[src/rtl/core/adc_block_trimmed_mean_core_assert.svh]
// Assertion macros shared by the trimmed-mean filter RTL.
`ifndef ADC_BLOCK_TRIMMED_MEAN_CORE_ASSERT_SVH
`define ADC_BLOCK_TRIMMED_MEAN_CORE_ASSERT_SVH

`ifndef SYNTHESIS
// Same-cycle implication, disabled during reset.
`define ABTM_ASSERT_IMP(label, clk, rstn, ante, cons) \
    label: assert property (@(posedge clk) disable iff (!rstn) (ante) |-> (cons)) \
        else $error("abtm: assertion failed");
// Next-cycle implication, disabled during reset.
`define ABTM_ASSERT_NXT(label, clk, rstn, ante, cons) \
    label: assert property (@(posedge clk) disable iff (!rstn) (ante) |=> (cons)) \
        else $error("abtm: assertion failed");
`else
`define ABTM_ASSERT_IMP(label, clk, rstn, ante, cons)
`define ABTM_ASSERT_NXT(label, clk, rstn, ante, cons)
`endif

`endif

[src/rtl/core/abtm_pkg.sv]
// Package: constants, state and handshake types of the trimmed-mean filter.
`default_nettype none

package abtm_pkg;

    localparam int WINDOW   = 20;
    localparam int CHANNELS = 4;
    localparam int HALF_WIN = WINDOW / 2;

    localparam int SAMPLE_W = 12;
    localparam int CHAN_W   = 2;
    localparam int SKIP_W   = 4;
    localparam logic [SKIP_W-1:0] SKIP_RESET = 4'd5;

    localparam int POS_W    = $clog2(WINDOW);
    localparam int CH_IDX_W = (CHANNELS > 1) ? $clog2(CHANNELS) : 1;
    localparam int RAM_DEPTH = CHANNELS * WINDOW;
    localparam int ADDR_W   = $clog2(RAM_DEPTH);
    localparam int SUM_W    = SAMPLE_W + $clog2(HALF_WIN);
    // Divide by HALF_WIN as a multiply by a rounded-up reciprocal and a shift;
    // exact for every SUM_W-bit sum
    localparam int DIV_SHIFT = SUM_W + $clog2(HALF_WIN);
    localparam int RECIP_W   = SUM_W + 1;
    localparam int PROD_W    = SUM_W + RECIP_W;
    localparam logic [RECIP_W-1:0] RECIP =
        RECIP_W'((2 ** DIV_SHIFT + HALF_WIN - 1) / HALF_WIN);
    localparam int STEP_MAX = WINDOW + 1;
    localparam int STEP_W   = $clog2(STEP_MAX + 1);

    typedef enum logic [2:0] {
        ST_IDLE,
        ST_WRITE,
        ST_LOAD,
        ST_SORT,
        ST_SUM,
        ST_DIV,
        ST_UPDATE,
        ST_RESULT
    } abtm_state_t;

    typedef struct packed {
        logic accept;
        logic write;
        logic load;
        logic sort;
        logic sum;
        logic div;
        logic step_clr;
        logic finish;
        logic out_load;
    } abtm_cmd_t;

    typedef struct packed {
        logic chan_ok;
        logic block_full;
        logic step_last;
        logic out_free;
    } abtm_status_t;

endpackage

`default_nettype wire

[src/rtl/core/abtm_ctrl.sv]
// Controller state machine of the trimmed-mean filter.
`default_nettype none

module abtm_ctrl (
    input  wire logic                  aclk,
    input  wire logic                  aresetn,
    input  wire logic                  s_valid,
    output logic                       s_ready,
    input  wire abtm_pkg::abtm_status_t status,
    output abtm_pkg::abtm_cmd_t         cmd
);

    abtm_pkg::abtm_state_t state_reg;
    abtm_pkg::abtm_state_t state_next;

    always_ff @(posedge aclk) begin
        if (!aresetn) begin
            state_reg <= abtm_pkg::ST_IDLE;
        end else begin
            state_reg <= state_next;
        end
    end

    always_comb begin
        state_next = state_reg;
        unique case (state_reg)
            abtm_pkg::ST_IDLE: begin
                if (s_valid) state_next = abtm_pkg::ST_WRITE;
            end
            abtm_pkg::ST_WRITE: begin
                if (status.chan_ok && status.block_full) state_next = abtm_pkg::ST_LOAD;
                else                                     state_next = abtm_pkg::ST_RESULT;
            end
            abtm_pkg::ST_LOAD: begin
                if (status.step_last) state_next = abtm_pkg::ST_SORT;
            end
            abtm_pkg::ST_SORT: begin
                if (status.step_last) state_next = abtm_pkg::ST_SUM;
            end
            abtm_pkg::ST_SUM: begin
                if (status.step_last) state_next = abtm_pkg::ST_DIV;
            end
            abtm_pkg::ST_DIV: begin
                if (status.step_last) state_next = abtm_pkg::ST_UPDATE;
            end
            abtm_pkg::ST_UPDATE: begin
                state_next = abtm_pkg::ST_RESULT;
            end
            abtm_pkg::ST_RESULT: begin
                if (status.out_free) state_next = abtm_pkg::ST_IDLE;
            end
            default: state_next = abtm_pkg::ST_IDLE;
        endcase
    end

    always_comb begin
        cmd     = '0;
        s_ready = 1'b0;
        unique case (state_reg)
            abtm_pkg::ST_IDLE: begin
                s_ready    = 1'b1;
                cmd.accept = s_valid;
            end
            abtm_pkg::ST_WRITE: begin
                cmd.write    = 1'b1;
                cmd.step_clr = 1'b1;
            end
            abtm_pkg::ST_LOAD: begin
                cmd.load     = 1'b1;
                cmd.step_clr = status.step_last;
            end
            abtm_pkg::ST_SORT: begin
                cmd.sort     = 1'b1;
                cmd.step_clr = status.step_last;
            end
            abtm_pkg::ST_SUM: begin
                cmd.sum      = 1'b1;
                cmd.step_clr = status.step_last;
            end
            abtm_pkg::ST_DIV: begin
                cmd.div = 1'b1;
            end
            abtm_pkg::ST_UPDATE: begin
                cmd.finish = 1'b1;
            end
            abtm_pkg::ST_RESULT: begin
                cmd.out_load = status.out_free;
            end
            default: begin
                cmd = '0;
            end
        endcase
    end

endmodule

`default_nettype wire

[config.mk]
export PLATFORM = sky130hd
export DESIGN_NAME = abtm_ctrl
export DESIGN_NICKNAME = d
export VERILOG_FILES = /design/src/rtl/core/adc_block_trimmed_mean_core_assert.svh /design/src/rtl/core/abtm_pkg.sv /design/src/rtl/core/abtm_ctrl.sv
export SDC_FILE = /design/constraint.sdc
export NUM_CORES = 1
export LEC_CHECK = 0
export ABC_CLOCK_PERIOD_IN_PS = 1800
export BUFFER_PORTS_ARGS = -buffer_cell sky130_fd_sc_hd__buf_2
export CAP_MARGIN = 25
export CORE_AREA = 2 2 39 41
export CTS_CLUSTER_SIZE = 28
export DETAILED_ROUTE_END_ITERATION = 7
export DIE_AREA = 0 0 41 43
export SLEW_MARGIN = 40
export SYNTH_ARGS = -nofsm -noshare
export SYNTH_HDL_FRONTEND = slang
export SYNTH_SLANG_ARGS = --single-unit
[constraint.sdc]
create_clock -name aclk -period 1.8 [get_ports aclk]
set_input_delay 0.36 -clock aclk [delete_from_list [all_inputs] [get_ports aclk]]
set_output_delay 0.36 -clock aclk [all_outputs]
set_load 0.02 [all_outputs]
### Word-level counts from Yosys, hierarchy flattened

Cells that the tools add are included.
W data, S select, Z words.

| storage, ports and cells | value |
|---|---|
| register bits | 3 |
| input port bits | 7 |
| output and inout port bits | 10 |
| logic and storage cells | 36 |

| cells by class | value |
|---|---|
| equality and inequality tests | 13 |
| multiplexer cells | 18 |
| reduce and logical (&&, ||, !) cells | 4 |

Operators with widths:

| operator | number |
|---|---|
| $pmux W3 S8 | 1 |
| $mux W3 | 7 |
| $eq A3 B3 Y1 const B | 4 |
| $ne A2 B2 Y1 const B | 6 |
| $mux W1 | 9 |
| $eq A3 B2 Y1 const B | 2 |
| $reduce_and A6 Y1 | 1 |
| $eq A3 B1 Y1 const B | 1 |
| $logic_not A3 Y1 | 1 |
| $reduce_or A3 Y1 | 1 |
| $pmux W1 S2 | 1 |
| $logic_and A1 B1 Y1 | 1 |

### Depth between registers and ports, before layout

Gate-level depths: netlist (run 1).

| logic depth | value |
|---|---|
| depth in word-level cells | 3 |
| mapped depth | 6 |
| depth with buffers taken out | 6 |

### Least setup slack after synthesis (run 1)

No wires, ideal clock.

| timing | value |
|---|---|
| path kind | reg2out |
| from | register state_reg[0] |
| to | output port cmd[2] (netlist name) |
| arrival time | 1,311 ps |
| required time | 1,440 ps |
| setup slack | 129 ps |
| cell stages (with the launch flop) | 6 |
| buffers on the path | 0 |
| path through | dfxtp_1 -> inv_1 -> ha_1 -> nor2b_1 -> o31ai_1 -> nand2_1 |

RTL lines:

| what | RTL line | source |
|---|---|---|
| start, declared | abtm_ctrl.sv:13 | `abtm_pkg::abtm_state_t state_reg;` |
| start signal, assigned | abtm_ctrl.sv:18 | `state_reg <= abtm_pkg::ST_IDLE;` |
| start signal, assigned | abtm_ctrl.sv:20 | `state_reg <= state_next;` |
| end, declared | abtm_ctrl.sv:10 | `output abtm_pkg::abtm_cmd_t cmd` |

==> flow_metrics.py, run 1 <==
metrics = {
    "sta": {
        "fmax_ghz": 0.565,
        "rsz0062_at_grt": "yes",
        "setup_violations": 0,
        "worst_clock_skew_ps": 0.0687,
        "hold_viol": 0,
        "fin_crit_sh_pct": 98.3,
        "maxSlewViolCount": 0,
        "slew_headroom_pct": 81.2,
        "finalCriticalPeriod_ps": 1770,
        "tightest_slew_ps": 279,
    },
    "routing": {
        "post_drt_wl_per_cell_um": 10.5,
        "vias_per_cell": 4.55,
        "vias": 373,
        "drc": 0,
        "drtIter0Drc": 2,
        "routed_wl_um": 857,
        "dr.pass1.iters": 2,
        "ant_nets": 0,
    },
    "cells_and_area": {
        "most-common-layout-cells": "buf_2, a21oi_1, and2_1, inv_1, clkbuf_4",
        "regArea_sq_um": 68.8,
        "drive_above_1_share_pct": 56.1,
        "largest_register_ffs": 3,
        "nets": 78,
        "layout_commonest_cell": "buf_2",
        "multi_input_area_sq_um": 307,
        "fillers": 153,
        "final_cells": 82,
        "fin_util_pct": 39.3,
        "antenna_cells": 0,
        "area_delta_synth_final_pct": 61.7,
    },
    "placement": {
        "place_inst": 77,
        "numPortBuffers": 16,
        "routabilityCongestion": 0.744,
        "hpwl_um": 624,
    },
    "global_routing": {
        "grt-ovfl-total": 0,
        "grt_use_total_pct": 9.92,
        "grt_first_pass_wirelength_um": 1180,
        "grt_max_degree": 16,
        "antenna_found_initial": 0,
        "first_global_vias": 316,
    },
    "clock_tree": {
        "clk_latency_ps": 230,
        "clk_pin_slew_ps": 40,
        "cts_tree": "done",
        "cts.sinks": 3,
        "cts.path.max_buffers": 2,
        "root_buffer": "clkbuf_4",
        "cts_buffers": 3,
        "htree_levels": 1,
    },
    "job": {
        "max_cap_violations": 0,
    },
    "yosys": {
        "synth_area_sq_um": 337,
        "netlist_top_cells_area": "dfxtp_1, ha_1, a21oi_1",
        "synthCells": 45,
        "synth-seq-area-share_pct": 17.8,
        "synth.ff_latch_count": 3,
        "synth.distinct_cells": 25,
        "yosysTopAreaCellShare_pct": 17.8,
        "ys.flop_type": "dfxtp_1",
        "yosysTopAreaCell": "dfxtp_1",
        "syn_nets": 56,
        "syn_avg_cell_area_sq_um": 7.48,
        "synth_edf_count": 0,
        "yosys_warnings": 0,
        "async_reset_ff_share_pct": 0,
    },
    "power": {
        "finalPower_mw": 1.11,
        "ir_drop_mv": 0.900,
        "p_leak_nw": 0.253,
        "power_density_nw_per_um2": 2050,
    },
    "setup_path": {
        "crit_fanout": 5,
        "cp_slowest_stage_delay_ps": 370,
        "path_cells": "inv_4 -> ha_4 -> nor2b_4 -> o31ai_4 -> nand2_1 -> buf_6",
        "start_kind": "flop",
        "crit_slowest_cell": "dfxtp_4",
        "crit_required_ps": 1440,
        "worstSetupPathType": "flop to primary output",
        "cp.arrival_ps": 1410,
        "endpoint_kind": "primary output",
    },
    "floorplanning": {
        "dieArea_sq_um": 1760,
        "core_area_sq_um": 1380,
        "initial_core_util_pct": 24.3,
        "die_x_um": 41,
        "die_y_um": 43,
        "rows": 14,
        "io_pins": 17,
    },
    "min_path": {
        "hold_class": "primary input to flop",
    },
    "outcome": {
        "status": "finished, final reports clean",
    },
}
## worst max-delay path: cells and delay by family (launching register included)
family / cells / cell delay (ps)
AO/OA/AOI/OAI: 1 / 240
adder cells (fa/ha/maj): 1 / 170
buffers and inverters: 2 / 170
flip-flops: 1 / 370
AND/OR/NAND/NOR: 2 / 220
## per-layer routing
metal | global-route usage, % | wire (um) | vias to the layer above | share of wire [%]
met3 | 1.57 | 56 | 0 | 6.5
met5 | 0 | 0 | - | 0
met4 | 6.00 | 0 | 0 | 0
li1 | - | - | 202 | -
met2 | 16.3 | 424 | 12 | 49
met1 | 11.2 | 375 | 159 | 44
## stage by stage
| stage | setup slack (ps) | instance area (sq um) | setup TNS [ps] | hold slack, ps |
|---|---|---|---|---|
| floorplan | 129 | 337 | 0 | 485 |
| CTS | 3.08 | 489 | 0 | 386 |
| detailed placement | 112 | 433 | 0 | 526 |
| global placement | 167 | 433 | 0 | 532 |
| finish | 29.9 | 544 | 0 | 395 |
| global route | -45.8 | 544 | -45.8 | 406 |
## where the power goes
group | internal [mW] | total [mW] | leakage (nW) | switching, mW
Combinational | 0.365 | 0.790 | 0.212 | 0.425
Sequential | 0.116 | 0.206 | 0.0264 | 0.0899
Clock | 0.0830 | 0.117 | 0.0150 | 0.0342
Total | 0.564 | 1.11 | 0.253 | 0.549
## final timing paths
path / from / endpoint / slack [ps] / cells past startpoint
min: aresetn / state_reg[2] / 390 / 3
max: state_reg[0] / cmd[2] / 30 / 6
max reg2reg: state_reg[0] / state_reg[0] / 280 / 6
min reg2reg: state_reg[1] / state_reg[1] / 550 / 2
## timing repair
action,in CTS,in global routing
gates resized for setup,9,13
pin swaps,2,3
endpoints found under the setup margin,2,2
buffers inserted,1,0
endpoints found under the hold margin,0,0
hold buffers,0,0
cloned,0,0
## synthesized netlist by cell type, types with 2 or more instances
cell      count
nand2_1       2
nor2b_1       2
and2_1        3
o21ai_0       2
nand2b_1      2
nor2_1        2
a21oi_1       5
ha_1          4
dfxtp_1       3
inv_1         5
## final cells by class
| class | instances | area share [%] |
|---|---|---|
| Multi-Input combinational cell | 36 | 56.3 |
| Timing Repair Buffer | 18 | 18.6 |
| Sequential cell | 3 | 12.6 |
| Clock buffer | 4 | 4.83 |
| Inverter | 5 | 3.91 |
| Tap cell | 16 | 3.68 |
## logic make-up (layout without fill, tap and decap cells)
logic type	Yosys count	after routing	synth area share [%]
AOI/OAI and AO/OA	14	14	27.1
adders and majority gates	4	4	14.9
buffers and inverters	6	27	8.92
DFF	3	3	17.8
and+or+nand+nor	18	18	31.2
Note: power is estimated with default switching activity, not from simulation.
==> inputs of run 2 (changes only) <==
--- a/config.mk
+++ b/config.mk
@@ -8,10 +8,10 @@
 export ABC_CLOCK_PERIOD_IN_PS = 1800
 export BUFFER_PORTS_ARGS = -buffer_cell sky130_fd_sc_hd__buf_2
 export CAP_MARGIN = 25
-export CORE_AREA = 2 2 39 41
+export CORE_AREA = 3 3 40 42
 export CTS_CLUSTER_SIZE = 28
 export DETAILED_ROUTE_END_ITERATION = 7
-export DIE_AREA = 0 0 41 43
+export DIE_AREA = 0 0 43 45
 export SLEW_MARGIN = 40
 export SYNTH_ARGS = -nofsm -noshare
 export SYNTH_HDL_FRONTEND = slang
==> flow_metrics.py, run 2 (same netlist as run 1, synthesis figures left out) <==
metrics = {
    "outcome": {
        "status": "finished, final reports clean",
    },
    "routing": {
        "wl_met3_um": 53,
        "drtIter0Drc": 2,
        "vias_per_cell": 4.78,
        "ant_nets": 0,
        "drc": 0,
        "vias": 382,
        "routed.top_layer": "met3",
        "post_drt_wl_per_cell_um": 10.4,
        "wl_met1_um": 349,
        "dr.pass1.iters": 2,
        "wl_met2_um": 429,
        "routed_wl_um": 832,
    },
    "setup_path": {
        "crit_required_ps": 1440,
        "r2r-end": "state_reg[0]",
        "endpoint_kind": "primary output",
        "worstReg2RegStart": "state_reg[1]",
        "cp_slowest_stage_delay_ps": 350,
        "ff2ff_path_depth": 6,
        "r2r_slack_ps": 340,
        "crit_end": "cmd[2]",
        "worstSetupStartpoint": "state_reg[0]",
        "cp_num_buf_inv": 2,
        "crit_family": "flip-flops",
        "critical_path_cell_count": 6,
        "worstSetupPathType": "flop to primary output",
        "path_cells": "inv_2 -> ha_4 -> nor2b_2 -> o31ai_4 -> nand2_1 -> buf_6",
        "crit_fanout": 5,
        "cp.arrival_ps": 1420,
        "start_kind": "flop",
        "crit_slowest_cell": "dfxtp_2",
    },
    "cells_and_area": {
        "multi_input_area_sq_um": 299,
        "area_delta_synth_final_pct": 55.4,
        "nets": 77,
        "largest_register_ffs": 3,
        "most-common-layout-cells": "buf_2, a21oi_1, and2_1, inv_1, clkbuf_4",
        "fillers": 135,
        "final_cell_area_sq_um": 523,
        "antenna_cells": 0,
        "fin_util_pct": 40.7,
        "regArea_sq_um": 66.3,
        "drive_above_1_share_pct": 53.8,
        "layout_commonest_cell": "buf_2",
        "final_cells": 80,
    },
    "clock_tree": {
        "cts_tree": "done",
        "cts.path.max_buffers": 2,
        "holdBufCountCts": 0,
        "root_buffer": "clkbuf_4",
        "htree_levels": 1,
        "cts.sinks": 3,
        "clk_latency_ps": 230,
        "clk_pin_slew_ps": 40,
        "cts_buffers": 3,
    },
    "sta": {
        "finalCriticalPeriod_ps": 1780,
        "slew_headroom_pct": 82.2,
        "setup_violations": 0,
        "maxSlewViolCount": 0,
        "fmax_ghz": 0.562,
        "layout_setup_ws_ps": 20.9,
        "hold_viol": 0,
        "tns_ps": 0,
        "whs_ps": 391,
        "rsz0062_at_grt": "yes",
        "worst_clock_skew_ps": 0.568,
        "fin_crit_sh_pct": 98.8,
        "tightest_slew_ps": 265,
    },
    "global_routing": {
        "first_global_vias": 336,
        "grt_first_pass_wirelength_um": 1320,
        "grt-ovfl-total": 0,
        "grt_use_total_pct": 9.07,
        "grt_max_degree": 16,
        "antenna_found_initial": 0,
    },
    "floorplanning": {
        "rows": 13,
        "die_y_um": 45,
        "dieArea_sq_um": 1940,
        "core_area_sq_um": 1280,
        "die_x_um": 43,
        "initial_core_util_pct": 26.2,
        "io_pins": 17,
    },
    "placement": {
        "placed_cell_area_sq_um": 424,
        "dpl_worst_slack_ps": 127,
        "numPortBuffers": 16,
        "routabilityCongestion": 0.740,
        "hpwl_um": 622,
        "place_inst": 75,
    },
    "min_path": {
        "hold_class": "primary input to flop",
    },
    "power": {
        "finalPower_mw": 1.07,
        "p_int_mw": 0.544,
        "switchingPower_mw": 0.528,
        "p_seq_share_pct": 17.1,
        "swShare_pct": 49.3,
        "ir_drop_mv": 0.781,
        "p_leak_nw": 0.247,
        "power_density_nw_per_um2": 2050,
        "combPwrFrac_pct": 72.1,
        "clkPwrFrac_pct": 10.8,
    },
    "job": {
        "max_cap_violations": 0,
    },
}
-- run 2: changes by cell type in the layout (fill, tap and decap cells not counted), sizes merged --
cell,delta
buf,-1
-- run 2: worst min-delay path by stage --
stage                     cells after the start    startpoint  slack [ps]            to
after floorplan                               2  state_reg[1]         480  state_reg[1]
after detailed placement                      2  state_reg[1]         530  state_reg[1]
after global placement                        2  state_reg[1]         530  state_reg[1]
after CTS                                     3       aresetn         380  state_reg[1]
final                                         3       aresetn         390  state_reg[1]
after global routing                          3       aresetn         410  state_reg[1]
-- run 2: worst min-delay path: stages --
cell	delay, ps
buf_2	90
inv_1	80
a21oi_1	40
-- run 2: routing by layer --
metal,GRT usage [%],vias to the layer above
met4,7.23,0
met3,1.59,0
met2,15.0,10
met1,10.3,170
met5,0,-
li1,-,202
-- run 2: area by class of cell --
class / count / area share, %
clock buffer: 4 / 5.02
inverter: 5 / 3.59
sequential: 3 / 12.7
timing repair buffer: 17 / 17.9
tap: 15 / 3.59
multi-input combinational: 36 / 57.2
-- run 2: timing repair --
item,in CTS,in global routing
resized for setup,12,6
setup buffers,1,0
endpoints found under the setup margin,1,2
pin swaps,4,2
hold endpoints to repair,0,0
-- run 2: power by group through the flow --
stage	logic, mW	registers [mW]	clock network, mW
2_1_floorplan	0.518	0.132	0
3_3_place_gp	0.630	0.159	0
3_5_place_dp	0.628	0.159	0
4_1_cts	0.702	0.177	0.125
5_1_grt	0.852	0.191	0.124
6_report	0.773	0.183	0.116
==> inputs of run 3 (changes only) <==
--- a/config.mk
+++ b/config.mk
@@ -7,11 +7,14 @@
 export LEC_CHECK = 0
 export ABC_CLOCK_PERIOD_IN_PS = 1800
 export BUFFER_PORTS_ARGS = -buffer_cell sky130_fd_sc_hd__buf_2
-export CAP_MARGIN = 25
+export CAP_MARGIN = 20
+export CELL_PAD_IN_SITES_DETAIL_PLACEMENT = 0
+export CELL_PAD_IN_SITES_GLOBAL_PLACEMENT = 1
 export CORE_AREA = 3 3 40 42
 export CTS_CLUSTER_SIZE = 28
 export DETAILED_ROUTE_END_ITERATION = 7
 export DIE_AREA = 0 0 43 45
+export PLACE_DENSITY_LB_ADDON = 0.1
 export SLEW_MARGIN = 40
 export SYNTH_ARGS = -nofsm -noshare
 export SYNTH_HDL_FRONTEND = slang
==> flow_metrics.py, run 3 (same netlist as run 1, synthesis figures left out) <==
metrics = {
    "outcome": {
        "status": "finished, final reports clean",
    },
    "cells_and_area": {
        "antenna_cells": 0,
        "area_delta_synth_final_pct": 56.9,
        "most-common-layout-cells": "buf_2, a21oi_1",
        "nets": 79,
        "final_cells": 82,
        "fillers": 141,
        "largest_register_ffs": 3,
        "drive_above_1_share_pct": 53.7,
        "layout_commonest_cell": "buf_2",
        "multi_input_area_sq_um": 287,
        "regArea_sq_um": 68.8,
    },
    "floorplanning": {
        "die_x_um": 43,
        "rows": 13,
        "initial_core_util_pct": 26.2,
        "die_y_um": 45,
        "dieArea_sq_um": 1940,
        "core_area_sq_um": 1280,
        "io_pins": 17,
    },
    "power": {
        "ir_drop_mv": 0.827,
        "p_seq_share_pct": 16.8,
        "p_int_mw": 0.554,
        "p_leak_nw": 0.259,
        "power_density_nw_per_um2": 2050,
        "switchingPower_mw": 0.527,
        "clkPwrFrac_pct": 10.7,
        "combPwrFrac_pct": 72.5,
        "finalPower_mw": 1.08,
        "swShare_pct": 48.7,
    },
    "sta": {
        "tightest_slew_ps": 297,
        "rsz0062_at_grt": "yes",
        "maxSlewViolCount": 0,
        "hold_viol": 0,
        "layout_setup_ws_ps": 25.5,
        "fin_crit_sh_pct": 98.6,
        "fmax_ghz": 0.564,
        "finalCriticalPeriod_ps": 1770,
        "slew_headroom_pct": 80.1,
        "worst_clock_skew_ps": 0.489,
        "setup_violations": 0,
        "tns_ps": 0,
    },
    "min_path": {
        "hold_class": "primary input to flop",
        "min_to": "state_reg[1]",
        "worstHoldStart": "aresetn",
        "holdPathStages": 3,
    },
    "routing": {
        "routed_wl_um": 897,
        "vias_per_cell": 4.63,
        "ant_nets": 0,
        "drtIter0Drc": 5,
        "vias": 380,
        "post_drt_wl_per_cell_um": 10.9,
        "drc": 0,
        "dr.pass1.iters": 2,
    },
    "global_routing": {
        "grt_max_degree": 16,
        "grt-ovfl-total": 0,
        "grt_first_pass_wirelength_um": 1350,
        "first_global_vias": 327,
        "grt_use_total_pct": 9.57,
        "antenna_found_initial": 0,
    },
    "placement": {
        "place_inst": 78,
        "numPortBuffers": 16,
        "routabilityCongestion": 0.647,
        "dpl_worst_slack_ps": 168,
    },
    "setup_path": {
        "crit_fanout": 5,
        "endpoint_kind": "primary output",
        "cp.arrival_ps": 1410,
        "worstReg2RegStart": "state_reg[0]",
        "r2r_slack_ps": 310,
        "start_kind": "flop",
        "worstSetupPathType": "flop to primary output",
        "r2r-end": "state_reg[0]",
        "crit_required_ps": 1440,
        "ff2ff_path_depth": 7,
    },
    "clock_tree": {
        "cts_tree": "done",
        "root_buffer": "clkbuf_4",
        "cts.path.max_buffers": 2,
        "clk_latency_ps": 230,
        "cts.sinks": 3,
        "htree_levels": 1,
        "clk_pin_slew_ps": 40,
        "cts_buffers": 3,
    },
    "job": {
        "max_cap_violations": 0,
    },
}
[run 3: cell types whose count changed in the layout (fill, tap and decap cells not counted), sizes merged]
| cell | change |
|---|---|
| buf | +2 |
[run 3: stage by stage]
step / utilization, % / area (sq um) / hold slack [ps]
global route: 41.1 / 528 / 410
global placement: 34.8 / 447 / 528
floorplan: - / 337 / 485
detailed placement: 34.8 / 447 / 523
CTS: 38.4 / 493 / 391
finish: 41.1 / 528 / 397
[run 3: how the worst max path moves through the flow]
stage / slack (ps) / to / cells after the start / start
after floorplan: 130 / cmd[2] / 5 / state_reg[0]
after detailed placement: 170 / cmd[2] / 6 / state_reg[0]
after global placement: 180 / cmd[2] / 6 / state_reg[0]
final: 30 / cmd[2] / 5 / state_reg[0]
after CTS: 8 / cmd[2] / 6 / state_reg[1]
after global routing: -40 / cmd[2] / 5 / state_reg[0]
[run 3: cell type report]
type	instances	share of cell area, %
inverters	5	3.55
flip-flops and latches	3	13.0
clock buffers	4	4.98
well taps	15	3.55
multi-input cells	36	54.3
repair buffers	19	20.6
[run 3: power by group through the flow]
stage          clock network [mW]  logic (mW)  registers [mW]
2_1_floorplan                   0       0.518           0.132
3_3_place_gp                    0       0.688           0.163
3_5_place_dp                    0       0.669           0.160
4_1_cts                     0.123       0.719           0.167
5_1_grt                     0.132       0.856           0.196
6_report                    0.115       0.784           0.182
[run 3: what timing repair did]
action                     CTS  global route
gates resized for setup      9             8
setup endpoints to repair    2             2
buffers inserted             0             0
hold buffers                 0             0
pin swaps                    2             1
[run 3: critical path, stage by stage (launching register included)]
cell and delay [ps]:
dfxtp_4 340, ha_2 220, nor2b_1 170, o31ai_4 230, nand2_1 90, buf_6 130
[run 3: per-layer routing]
| layer | part of all wire, % | global-route usage (%) |
|---|---|---|
| met5 | 0 | 0 |
| met4 | 0 | 9.04 |
| met3 | 4.6 | 2.79 |
| met2 | 47 | 13.8 |
| met1 | 49 | 11.3 |
